[src/rtl/core/zbag_pkg.sv]
package zbag_pkg;

    // configuration port
    localparam int CFG_IDX_W  = 3;
    localparam int CFG_DATA_W = 14;

    // field widths
    localparam int OP_W       = 2;
    localparam int CUIDX_W    = 18;
    localparam int ZIDX_W     = 8;
    localparam int LINE_W     = 6;
    localparam int COLS_W     = 11;
    localparam int SHIFT_W    = 3;
    localparam int LSTRIDE_W  = 14;
    localparam int CSTRIDE_W  = 13;
    localparam int LMARGIN_W  = 8;
    localparam int CMARGIN_W  = 7;
    localparam int OFFSET_W   = 26;

    // internal sum width: block term below 2^40 plus smaller terms
    localparam int TOTAL_W    = 42;

    localparam logic [OFFSET_W-1:0] OFFSET_MAX = {OFFSET_W{1'b1}};

    localparam int MAX_UNIT_BITS_DEF = 4;

    // register reset values
    localparam logic [COLS_W-1:0]    CU_COLUMNS_RST     = COLS_W'(30);
    localparam logic [SHIFT_W-1:0]   LOG2_CU_SIZE_RST   = SHIFT_W'(6);
    localparam logic [SHIFT_W-1:0]   LOG2_UNIT_SIZE_RST = SHIFT_W'(2);
    localparam logic [LSTRIDE_W-1:0] LUMA_STRIDE_RST    = LSTRIDE_W'(2064);
    localparam logic [CSTRIDE_W-1:0] CHROMA_STRIDE_RST  = CSTRIDE_W'(1032);
    localparam logic [LMARGIN_W-1:0] LUMA_MARGIN_RST    = LMARGIN_W'(72);
    localparam logic [CMARGIN_W-1:0] CHROMA_MARGIN_RST  = CMARGIN_W'(36);

    typedef enum logic [CFG_IDX_W-1:0] {
        REG_CU_COLUMNS     = 3'd0,
        REG_LOG2_CU_SIZE   = 3'd1,
        REG_LOG2_UNIT_SIZE = 3'd2,
        REG_LUMA_STRIDE    = 3'd3,
        REG_CHROMA_STRIDE  = 3'd4,
        REG_LUMA_MARGIN    = 3'd5,
        REG_CHROMA_MARGIN  = 3'd6
    } t_cfg_reg;

    typedef enum logic [OP_W-1:0] {
        OP_LUMA = 2'd0,
        OP_CB   = 2'd1,
        OP_CR   = 2'd2
    } t_op;

endpackage

[src/rtl/core/zorder_block_address_gen.sv]
// Z-order block address generator.
// Input channel (i_in_valid / o_in_ready): one transaction per request, carrying the
// plane (operation), raster coding-block index, z-scan unit index and a luma line
// offset. Output channel (o_out_valid / i_out_ready): one transaction per request,
// in request order, with the sample offset into the plane buffer and a range flag.
// Offsets above the 26-bit range saturate with the flag set; an unknown plane code
// returns offset zero with the flag set.
// Throughput: one request per cycle while the output is not stalled. A request
// passes through the 18-step restoring divider that splits the
// block index into row and column (one quotient bit per stage), followed by
// multiply, shift, add and saturate stages.
// Configuration: write-only port, register i at index i, taken on any cycle with
// i_cfg_we high; write only while no request is in flight.
// Reset (synchronous, active low) loads the register defaults and empties the
// pipeline and output buffers.
// Receiver stall: the output register holds its transaction; one more result is
// caught in a skid register, then the whole pipeline freezes and o_in_ready drops
// until the output drains. Nothing is dropped or repeated.
module zorder_block_address_gen #(
    parameter int MAX_UNIT_BITS = zbag_pkg::MAX_UNIT_BITS_DEF
) (
    input  logic                            i_clk,
    input  logic                            i_rst_n,
    input  logic                            i_cfg_we,
    input  logic [zbag_pkg::CFG_IDX_W-1:0]  i_cfg_index,
    input  logic [zbag_pkg::CFG_DATA_W-1:0] i_cfg_data,
    input  logic                            i_in_valid,
    output logic                            o_in_ready,
    input  logic [zbag_pkg::OP_W-1:0]       i_operation,
    input  logic [zbag_pkg::CUIDX_W-1:0]    i_cu_index,
    input  logic [zbag_pkg::ZIDX_W-1:0]     i_zorder_index,
    input  logic [zbag_pkg::LINE_W-1:0]     i_line_offset,
    input  logic                            i_line_is_vertical,
    output logic                            o_out_valid,
    input  logic                            i_out_ready,
    output logic [zbag_pkg::OFFSET_W-1:0]   o_sample_offset,
    output logic                            o_out_of_range
);
    import zbag_pkg::*;

    localparam int DIV_STEPS = CUIDX_W;
    localparam int BPROD_W   = CUIDX_W + LSTRIDE_W;
    localparam int UPROD_W   = MAX_UNIT_BITS + LSTRIDE_W;
    localparam int USUM_W    = UPROD_W + 1;
    localparam int LPROD_W   = LINE_W + LSTRIDE_W;
    localparam int LORIG_W   = LMARGIN_W + LSTRIDE_W + 1;
    localparam int CORIG_W   = CMARGIN_W + CSTRIDE_W + 1;

    // Divider stage: remainder builds up in rem, quotient shifts into quot.
    typedef struct packed {
        logic                     valid;
        logic [OP_W-1:0]          op;
        logic [CUIDX_W-1:0]       num;
        logic [CUIDX_W-1:0]       quot;
        logic [COLS_W-1:0]        rem;
        logic [MAX_UNIT_BITS-1:0] ux;
        logic [MAX_UNIT_BITS-1:0] uy;
        logic [LINE_W-1:0]        line;
        logic                     vert;
    } t_div_stage;

    typedef struct packed {
        logic               valid;
        logic [OP_W-1:0]    op;
        logic [LINE_W-1:0]  line;
        logic               vert;
        logic [COLS_W-1:0]  col;
        logic [BPROD_W-1:0] bprod;
        logic [USUM_W-1:0]  usum;
    } t_p1;

    typedef struct packed {
        logic               valid;
        logic [OP_W-1:0]    op;
        logic [TOTAL_W-1:0] blk;
        logic [TOTAL_W-1:0] unit;
        logic [LPROD_W-1:0] lterm;
    } t_p2;

    typedef struct packed {
        logic               valid;
        logic [OP_W-1:0]    op;
        logic [TOTAL_W-1:0] sum_bu;
        logic [TOTAL_W-1:0] org;
    } t_p3;

    typedef struct packed {
        logic               valid;
        logic [OP_W-1:0]    op;
        logic [TOTAL_W-1:0] total;
    } t_p4;

    typedef struct packed {
        logic [OFFSET_W-1:0] offset;
        logic                oor;
    } t_result;

    // Unit x from the even bits, unit y from the odd bits; bits past the index read 0.
    function automatic logic [MAX_UNIT_BITS-1:0] take_bits(
        input logic [ZIDX_W-1:0] z,
        input logic              first
    );
        logic [2*ZIDX_W-1:0]      zx;
        logic [MAX_UNIT_BITS-1:0] v;
        zx = {{ZIDX_W{1'b0}}, z};
        for (int i = 0; i < MAX_UNIT_BITS; i++) begin
            v[i] = zx[2*i + int'(first)];
        end
        return v;
    endfunction

    // One restoring division step: shift in the next dividend bit, subtract if it fits.
    function automatic t_div_stage div_step(
        input t_div_stage        s,
        input logic [COLS_W-1:0] d
    );
        t_div_stage       r;
        logic [COLS_W:0]  trial;
        logic             qbit;
        r     = s;
        trial = {s.rem, s.num[CUIDX_W-1]};
        qbit  = (trial >= {1'b0, d});
        if (qbit) begin
            trial = trial - {1'b0, d};
        end
        r.rem  = trial[COLS_W-1:0];
        r.num  = {s.num[CUIDX_W-2:0], 1'b0};
        r.quot = {s.quot[CUIDX_W-2:0], qbit};
        return r;
    endfunction

    // ------------------------------------------------------------------
    // Configuration registers
    // ------------------------------------------------------------------
    logic [COLS_W-1:0]    r_cu_columns;
    logic [SHIFT_W-1:0]   r_log2_cu_size;
    logic [SHIFT_W-1:0]   r_log2_unit_size;
    logic [LSTRIDE_W-1:0] r_luma_stride;
    logic [CSTRIDE_W-1:0] r_chroma_stride;
    logic [LMARGIN_W-1:0] r_luma_margin;
    logic [CMARGIN_W-1:0] r_chroma_margin;

    always_ff @(posedge i_clk) begin
        if (!i_rst_n) begin
            r_cu_columns     <= CU_COLUMNS_RST;
            r_log2_cu_size   <= LOG2_CU_SIZE_RST;
            r_log2_unit_size <= LOG2_UNIT_SIZE_RST;
            r_luma_stride    <= LUMA_STRIDE_RST;
            r_chroma_stride  <= CHROMA_STRIDE_RST;
            r_luma_margin    <= LUMA_MARGIN_RST;
            r_chroma_margin  <= CHROMA_MARGIN_RST;
        end else if (i_cfg_we) begin
            unique case (t_cfg_reg'(i_cfg_index))
                REG_CU_COLUMNS:     r_cu_columns     <= i_cfg_data[COLS_W-1:0];
                REG_LOG2_CU_SIZE:   r_log2_cu_size   <= i_cfg_data[SHIFT_W-1:0];
                REG_LOG2_UNIT_SIZE: r_log2_unit_size <= i_cfg_data[SHIFT_W-1:0];
                REG_LUMA_STRIDE:    r_luma_stride    <= i_cfg_data[LSTRIDE_W-1:0];
                REG_CHROMA_STRIDE:  r_chroma_stride  <= i_cfg_data[CSTRIDE_W-1:0];
                REG_LUMA_MARGIN:    r_luma_margin    <= i_cfg_data[LMARGIN_W-1:0];
                REG_CHROMA_MARGIN:  r_chroma_margin  <= i_cfg_data[CMARGIN_W-1:0];
                default: ; // writes beyond the register list are dropped
            endcase
        end
    end

    // A zero column count divides as one.
    logic [COLS_W-1:0] cols;
    assign cols = (r_cu_columns == '0) ? COLS_W'(1) : r_cu_columns;

    // Plane origins are registered from the margin and stride registers and follow them in the next cycle;
    // a request needs far longer than that to reach the stage that reads them.
    logic [LMARGIN_W+LSTRIDE_W-1:0] luma_mprod;
    logic [CMARGIN_W+CSTRIDE_W-1:0] chroma_mprod;
    logic [LORIG_W-1:0]             r_luma_origin;
    logic [CORIG_W-1:0]             r_chroma_origin;

    assign luma_mprod   = r_luma_margin * r_luma_stride;
    assign chroma_mprod = r_chroma_margin * r_chroma_stride;

    always_ff @(posedge i_clk) begin
        r_luma_origin   <= {1'b0, luma_mprod} + LORIG_W'(r_luma_margin);
        r_chroma_origin <= {1'b0, chroma_mprod} + CORIG_W'(r_chroma_margin);
    end

    // ------------------------------------------------------------------
    // Flow control: the pipeline moves as one while the skid register is empty.
    // ------------------------------------------------------------------
    logic r_skid_valid;
    logic pipe_en;

    assign pipe_en    = !r_skid_valid;
    assign o_in_ready = pipe_en;

    // ------------------------------------------------------------------
    // Divider stages: row = cu_index / cols, col = cu_index % cols
    // ------------------------------------------------------------------
    t_div_stage in_stage;
    t_div_stage n_div [DIV_STEPS];
    t_div_stage r_div [DIV_STEPS];

    always_comb begin
        in_stage.valid = i_in_valid;
        in_stage.op    = i_operation;
        in_stage.num   = i_cu_index;
        in_stage.quot  = '0;
        in_stage.rem   = '0;
        in_stage.ux    = take_bits(i_zorder_index, 1'b0);
        in_stage.uy    = take_bits(i_zorder_index, 1'b1);
        in_stage.line  = i_line_offset;
        in_stage.vert  = i_line_is_vertical;
    end

    always_comb begin
        n_div[0] = div_step(in_stage, cols);
        for (int k = 1; k < DIV_STEPS; k++) begin
            n_div[k] = div_step(r_div[k-1], cols);
        end
    end

    // ------------------------------------------------------------------
    // P1: block and unit products with the plane's stride
    // ------------------------------------------------------------------
    t_div_stage           d_last;
    logic [LSTRIDE_W-1:0] s_sel;
    logic [UPROD_W-1:0]   uprod;
    t_p1                  n_p1;
    t_p1                  r_p1;

    assign d_last = r_div[DIV_STEPS-1];
    assign s_sel  = (d_last.op == OP_LUMA) ? r_luma_stride : {1'b0, r_chroma_stride};
    assign uprod  = d_last.uy * s_sel;

    always_comb begin
        n_p1.valid = d_last.valid;
        n_p1.op    = d_last.op;
        n_p1.line  = d_last.line;
        n_p1.vert  = d_last.vert;
        n_p1.col   = d_last.rem;
        n_p1.bprod = d_last.quot * s_sel;
        n_p1.usum  = {1'b0, uprod} + USUM_W'(d_last.ux);
    end

    // ------------------------------------------------------------------
    // P2: scale block and unit terms, form the luma line term
    // ------------------------------------------------------------------
    logic [BPROD_W:0]   blk_base;
    logic [LPROD_W-1:0] lprod;
    t_p2                n_p2;
    t_p2                r_p2;

    assign blk_base = {1'b0, r_p1.bprod} + (BPROD_W+1)'(r_p1.col);
    assign lprod    = r_p1.line * r_luma_stride;

    always_comb begin
        n_p2.valid = r_p1.valid;
        n_p2.op    = r_p1.op;
        n_p2.blk   = TOTAL_W'(blk_base) << r_log2_cu_size;
        n_p2.unit  = TOTAL_W'(r_p1.usum) << r_log2_unit_size;
        n_p2.lterm = r_p1.vert ? lprod : LPROD_W'(r_p1.line);
    end

    // ------------------------------------------------------------------
    // P3: block plus unit; origin plus line (luma) or origin alone (chroma)
    // ------------------------------------------------------------------
    t_p3 n_p3;
    t_p3 r_p3;

    always_comb begin
        n_p3.valid  = r_p2.valid;
        n_p3.op     = r_p2.op;
        n_p3.sum_bu = r_p2.blk + r_p2.unit;
        if (r_p2.op == OP_LUMA) begin
            n_p3.org = TOTAL_W'(r_luma_origin) + TOTAL_W'(r_p2.lterm);
        end else begin
            n_p3.org = TOTAL_W'(r_chroma_origin);
        end
    end

    // ------------------------------------------------------------------
    // P4: final sum; chroma halves the block and unit part
    // ------------------------------------------------------------------
    t_p4 n_p4;
    t_p4 r_p4;

    always_comb begin
        n_p4.valid = r_p3.valid;
        n_p4.op    = r_p3.op;
        if (r_p3.op == OP_LUMA) begin
            n_p4.total = r_p3.org + r_p3.sum_bu;
        end else begin
            n_p4.total = r_p3.org + (r_p3.sum_bu >> 1);
        end
    end

    always_ff @(posedge i_clk) begin
        if (!i_rst_n) begin
            for (int k = 0; k < DIV_STEPS; k++) begin
                r_div[k].valid <= 1'b0;
            end
            r_p1.valid <= 1'b0;
            r_p2.valid <= 1'b0;
            r_p3.valid <= 1'b0;
            r_p4.valid <= 1'b0;
        end else if (pipe_en) begin
            r_div <= n_div;
            r_p1  <= n_p1;
            r_p2  <= n_p2;
            r_p3  <= n_p3;
            r_p4  <= n_p4;
        end
    end

    // ------------------------------------------------------------------
    // Saturate and flag, then output register with one-entry skid
    // ------------------------------------------------------------------
    t_result fmt;

    always_comb begin
        if (r_p4.op != OP_LUMA && r_p4.op != OP_CB && r_p4.op != OP_CR) begin
            // unknown plane code
            fmt.offset = '0;
            fmt.oor    = 1'b1;
        end else if (r_p4.total > TOTAL_W'(OFFSET_MAX)) begin
            fmt.offset = OFFSET_MAX;
            fmt.oor    = 1'b1;
        end else begin
            fmt.offset = r_p4.total[OFFSET_W-1:0];
            fmt.oor    = 1'b0;
        end
    end

    logic    r_out_valid;
    t_result r_out;
    t_result r_skid;
    logic    out_free;
    logic    pipe_leave;

    assign out_free   = !r_out_valid || i_out_ready;
    assign pipe_leave = pipe_en && r_p4.valid;

    always_ff @(posedge i_clk) begin
        if (!i_rst_n) begin
            r_out_valid  <= 1'b0;
            r_skid_valid <= 1'b0;
        end else if (out_free) begin
            // refill the output from the skid first; the pipe is frozen meanwhile
            if (r_skid_valid) begin
                r_out_valid  <= 1'b1;
                r_skid_valid <= 1'b0;
            end else begin
                r_out_valid  <= pipe_leave;
            end
        end else if (pipe_leave) begin
            // receiver stalled: catch the result leaving the pipe
            r_skid_valid <= 1'b1;
        end
    end

    always_ff @(posedge i_clk) begin
        if (out_free) begin
            r_out <= r_skid_valid ? r_skid : fmt;
        end
        if (!out_free && pipe_leave) begin
            r_skid <= fmt;
        end
    end

    assign o_out_valid     = r_out_valid;
    assign o_sample_offset = r_out.offset;
    assign o_out_of_range  = r_out.oor;

endmodule

[config.mk]
export PLATFORM = sky130hd
export DESIGN_NAME = zorder_block_address_gen
export DESIGN_NICKNAME = d
export VERILOG_FILES = /design/src/rtl/core/zbag_pkg.sv /design/src/rtl/core/zorder_block_address_gen.sv
export SDC_FILE = /design/constraint.sdc
export NUM_CORES = 2
export LEC_CHECK = 0
export ABC_AREA = 0
export BUFFER_PORTS_ARGS = -buffer_cell sky130_fd_sc_hd__buf_2
export CAP_MARGIN = 20
export CORE_MARGIN = 10
export CORE_UTILIZATION = 45
export DETAILED_ROUTE_END_ITERATION = 12
export PLACE_DENSITY_LB_ADDON = 0.15
export RECOVER_POWER = 100
export SLEW_MARGIN = 40
export SYNTH_ARGS = -nofsm -noshare
export SYNTH_HDL_FRONTEND = slang
export SYNTH_SLANG_ARGS = --single-unit
[constraint.sdc]
create_clock -name i_clk -period 100.3 [get_ports i_clk]
set_input_delay 30.09 -clock i_clk [delete_from_list [all_inputs] [get_ports i_clk]]
set_output_delay 30.09 -clock i_clk [all_outputs]
set_load 0.01 [all_outputs]
# Word-level counts from Yosys, hierarchy flattened
# Cells that the tools add are included.
# classes
n_addsub	26
mul	5
n_lt_le_gt_ge	19
eq_ne	8
shifts	2
mux	27
bitwise_logic	2
n_reduce_logical	23
# op_table
cell	n
$ge A12 B11 Y1	17
$mux W11	18
$sub A11 B11 Y11	17
$mux W27	3
$add A24 B41 Y42	1
$add A24 B42 Y42	1
$add A42 B42 Y42	1
$gt A42 B26 Y1 const B	1
$mux W42	1
$shl A19 B3 Y42	1
$shl A33 B3 Y42	1
$add A32 B11 Y33	1
$mul A18 B14 Y32	1
$add A23 B20 Y24	1
$add A22 B8 Y23	1
$mul A8 B14 Y22	1
$add A20 B7 Y21	1
$mux W21	1
$mul A6 B14 Y20	1
$mul A7 B13 Y20	1
$add A18 B4 Y19	1
$mul A4 B14 Y18	1
$reduce_and A2 Y1	8
$mux W14	1
18 further kinds	30
# totals
regBits	1298
inputBits	57
output_inout_bits	29
wordCells	310

# Longest topological paths before layout
# logic_depth
word_depth	5
ltp_mapped	27
mapped_depth_nobuf	25

# Worst setup path before layout
# Ideal clock, no wire load.
# synth_timing
kind	in2reg
from	input i_rst_n
to	register r_div, in the netlist d_last[0] (enable)
setup_ns	2.710
arrival_ns	78.474
required_ns	97.590
setup_slack_ns	19.116
path_stages	3
n_path_buf	2
path_cell_list	clkbuf_1 clkbuf_1 nor2b_1
# synth_between
elab_chain_len	1
# synth_lines
element	line_no	rtl
start, declared	zorder_block_address_gen.sv:23	input logic i_rst_n,
$reduce_and A2 Y1 (no line)	n/a	
end signal, assigned	zorder_block_address_gen.sv:305	r_div <= n_div;
end, declared	zorder_block_address_gen.sv:199	t_div_stage r_div [DIV_STEPS];
# No other way between the ends.
# A chain may end at the register's enable or synchronous reset.

# Worst setup path after layout
# layout_timing
from	input i_rst_n
to	register r_div, in the netlist n_div[839] (enable)
# The elaborated chain is that of the path after synthesis.

==> run summary <==
internal reg-to-reg setup slack = 83.63 ns
layout cells sized above 1 = 6.77%
Startpoint Class = input port
Max Cap Viol = 30
Max transition margin = -243%
post-layout util = 49.5%
H-tree Lvls = 4
area leader, netlist = edfxtp_1
Hold Violations, Final = 0
Finished Cell Area = 84800 sq um
critical path peak fanout = 84
drt pass-1 iters = 5
CTS Buffer Depth = 3
RSZ-0062 raised after global routing = false
root buffer cell = clkbuf_16
R2R Path End = n_div[839]
Mean Syn Cell Area = 11.6 sq um
Synth cell types = 88
CTS tree = yes
total wire length = 168 mm
reg2reg start = r_skid_valid
final setup TNS = 0 ns
Seq cells post-synth = 1279
Worst Hold Class = flop to flop
global-route wire length before repair = 270 mm
Synth Flop Type = edfxtp_1
Rows = 152
syn nets = 7676
die width = 435 microns
hold path cells = 0
Power Density = 20.6 nW/um^2
WL/cell = 18.3 microns
status = finished, violations left
Worst Hold End = n_div[336]
post-synthesis async set-or-reset flop share = 0%
DRC viols = 0
Placed Instance Area = 80600 sq um
CP Capture Type = flop
vias per cell = 5.29
sequential area share after synthesis = 47.9%
Core Area = 171000 sq um
top cell type's share of synthesized area = 44.7%
# resized after CTS = 0
mapped cell area = 77500 sq um
failing checks = max-capacitance violations, max-slew violations
clock transition at the registers of the reported paths = 0.06 ns
CTS Hold Bufs = 0
FF-to-FF path depth = 8
Lkg Pwr = 34.7 nW
fin crit period = 47.92 ns
worst vdd ir = 0.0189 mV
DRT iter0 DRCs = 2861
Gate Count Post-Synth = 6659
Post-layout nets = 7765
EDFF count, synth = 1152
period utilisation layout = 47.8%
Starting Density = 45.2%
filler instances = 15200
vias in the first global route = 48900
synth warn = 0
Sinks on Clock Net = 1279
worst path required time = 100.59 ns
worst-skew pair later-pin latency = 0.80 ns
count leader, synth = edfxtp_1
DP HPWL = 121 mm
area grow syn2layout = 9.45%
routability congestion estimate = 0.849
initial antenna violation count = 4
Antenna Nets Post-Route = 0
WS Path Type = input port to flop
FMAX = 20.9 MHz
top cells by area, synth = edfxtp_1 45%, fa_1 11%, ha_1 8.6%
post-CTS setup buffers = 0
Worst Tran Pin Value = 5.14 ns
DIE AREA = 189000 sq um
pin count of the biggest net entering global routing = 178
final setup fails = 0
skew final = 0.0360 ns
vias = 48500
Die Height = 435 microns
CTS Buf Count = 143
Slew Viols, Final = 1565
grt total ovfl = 0
Critical Path AT = 48.21 ns
I/O pins = 86
Worst Hold Launch = n_div[401]
Overall Global Routing Usage = 17.6%
Synth top cells by count = 1152 x edfxtp_1, 807 x nand2_1, 695 x inv_1
IO Port Bufs = 85
## logic make-up (layout without fill, tap and decap cells)
logic type | after synthesis | after routing | share of synthesized area, %
buffers and inverters | 906 | 1105 | 4.42
other | 0 | 2 | 0
xor gates and xnor gates | 238 | 238 | 2.69
adders and majority gates | 960 | 960 | 19.6
DFF | 1279 | 1279 | 47.9
and+or+nand+nor | 1994 | 1994 | 12.3
muxes | 332 | 332 | 4.79
AOI/OAI and AO/OA | 950 | 950 | 8.21
## cells in the final DEF, fill, tap and decap left out, drive strengths merged, types with 38 or more instances in the layout
| master | n |
|---|---|
| o21ai | 233 |
| fa | 427 |
| mux2 | 199 |
| nand3 | 108 |
| edfxtp | 1152 |
| nand2b | 51 |
| xnor2 | 154 |
| o21a | 60 |
| nor2b | 98 |
| nor2 | 322 |
| ha | 533 |
| a21boi | 134 |
| clkbuf | 249 |
| inv | 706 |
| clkinv | 48 |
| and2 | 267 |
| mux2i | 122 |
| a21o | 63 |
| o211ai | 38 |
| xor2 | 84 |
| dfxtp | 127 |
| nand4 | 57 |
| a21oi | 184 |
| buf | 83 |
| nand2 | 807 |
| and3 | 47 |
| nor3 | 110 |
## cell type report
| type | instances | area [sq um] | share of cell area [%] |
|---|---|---|---|
| clock buffers | 182 | 3760 | 4.43 |
| clock inverters | 73 | 783 | 0.924 |
| inverters | 700 | 2630 | 3.10 |
| well taps | 2310 | 2890 | 3.41 |
| repair buffers | 150 | 734 | 0.866 |
| multi-input cells | 4474 | 36800 | 43.5 |
| diodes | 2 | 5.00 | 0.00590 |
| flip-flops and latches | 1279 | 37100 | 43.8 |
## how the worst max path moves through the flow
stage | start | to | slack [ns] | cells after the start
after floorplan | i_rst_n | d_last[0] | 19.12 | 3
after global placement | i_rst_n | n_div[404] | 64.11 | 9
after detailed placement | i_rst_n | n_div[534] | 64.52 | 9
after CTS | i_rst_n | r_div[152] | 65.40 | 9
after global routing | i_rst_n | r_div[152] | 50.22 | 9
final | i_rst_n | n_div[839] | 52.38 | 9
## power by group
| group | internal (mW) | switching (mW) | leakage (nW) |
|---|---|---|---|
| combinational | 0.218 | 0.290 | 20.3 |
| clock | 0.289 | 0.216 | 2.17 |
| sequential | 0.689 | 0.0479 | 12.3 |
## stage by stage
step / setup slack (ns) / hold WS (ns) / total power, mW / cells
finish: 52.38 / 0.400 / 1.75 / 9170
floorplan: 19.12 / 0.400 / 1.16 / 6659
detailed placement: 64.52 / 0.405 / 1.26 / 8912
CTS: 65.40 / 0.402 / 1.78 / 9167
global placement: 64.11 / 0.400 / 1.25 / 8907
global route: 50.22 / 0.401 / 1.86 / 9170
## sequential cells by signal, indices dropped and copies added, names as in the netlist, 3 cells and up
name / count
r_skid: 27
r_p1: 69
r_chroma_origin: 21
r_luma_origin: 23
r_div: 204
o_sample_offset: 26
n_p3: 3
r_log2_unit_size: 3
r_p4: 45
d_last: 47
r_cu_columns: 11
r_log2_cu_size: 3
r_luma_stride: 14
r_chroma_margin: 7
r_p3: 65
n_p4: 3
r_luma_margin: 8
n_p2: 3
r_p2: 86
r_chroma_stride: 13
n_div: 595
## worst max-delay path: stages
cell and delay [ns]:
buf_2 0.07, clkbuf_1 2.22, nor2b_1 0.29, clkbuf_1 1.54, clkbuf_1 2.31, clkbuf_1 2.61, clkbuf_1 2.71, clkbuf_1 2.90
clkbuf_1 3.14
## per-layer routing
layer  share of wire [%]  global-route usage (%)  up-vias
met2                  49                    29.9      927
met1                  44                    22.6    23800
met5              0.0071                       0        -
li1                    -                       -    23500
met4                 3.8                    6.75        2
met3                 3.9                    2.80      297
Power figures use the tool's default switching activity.
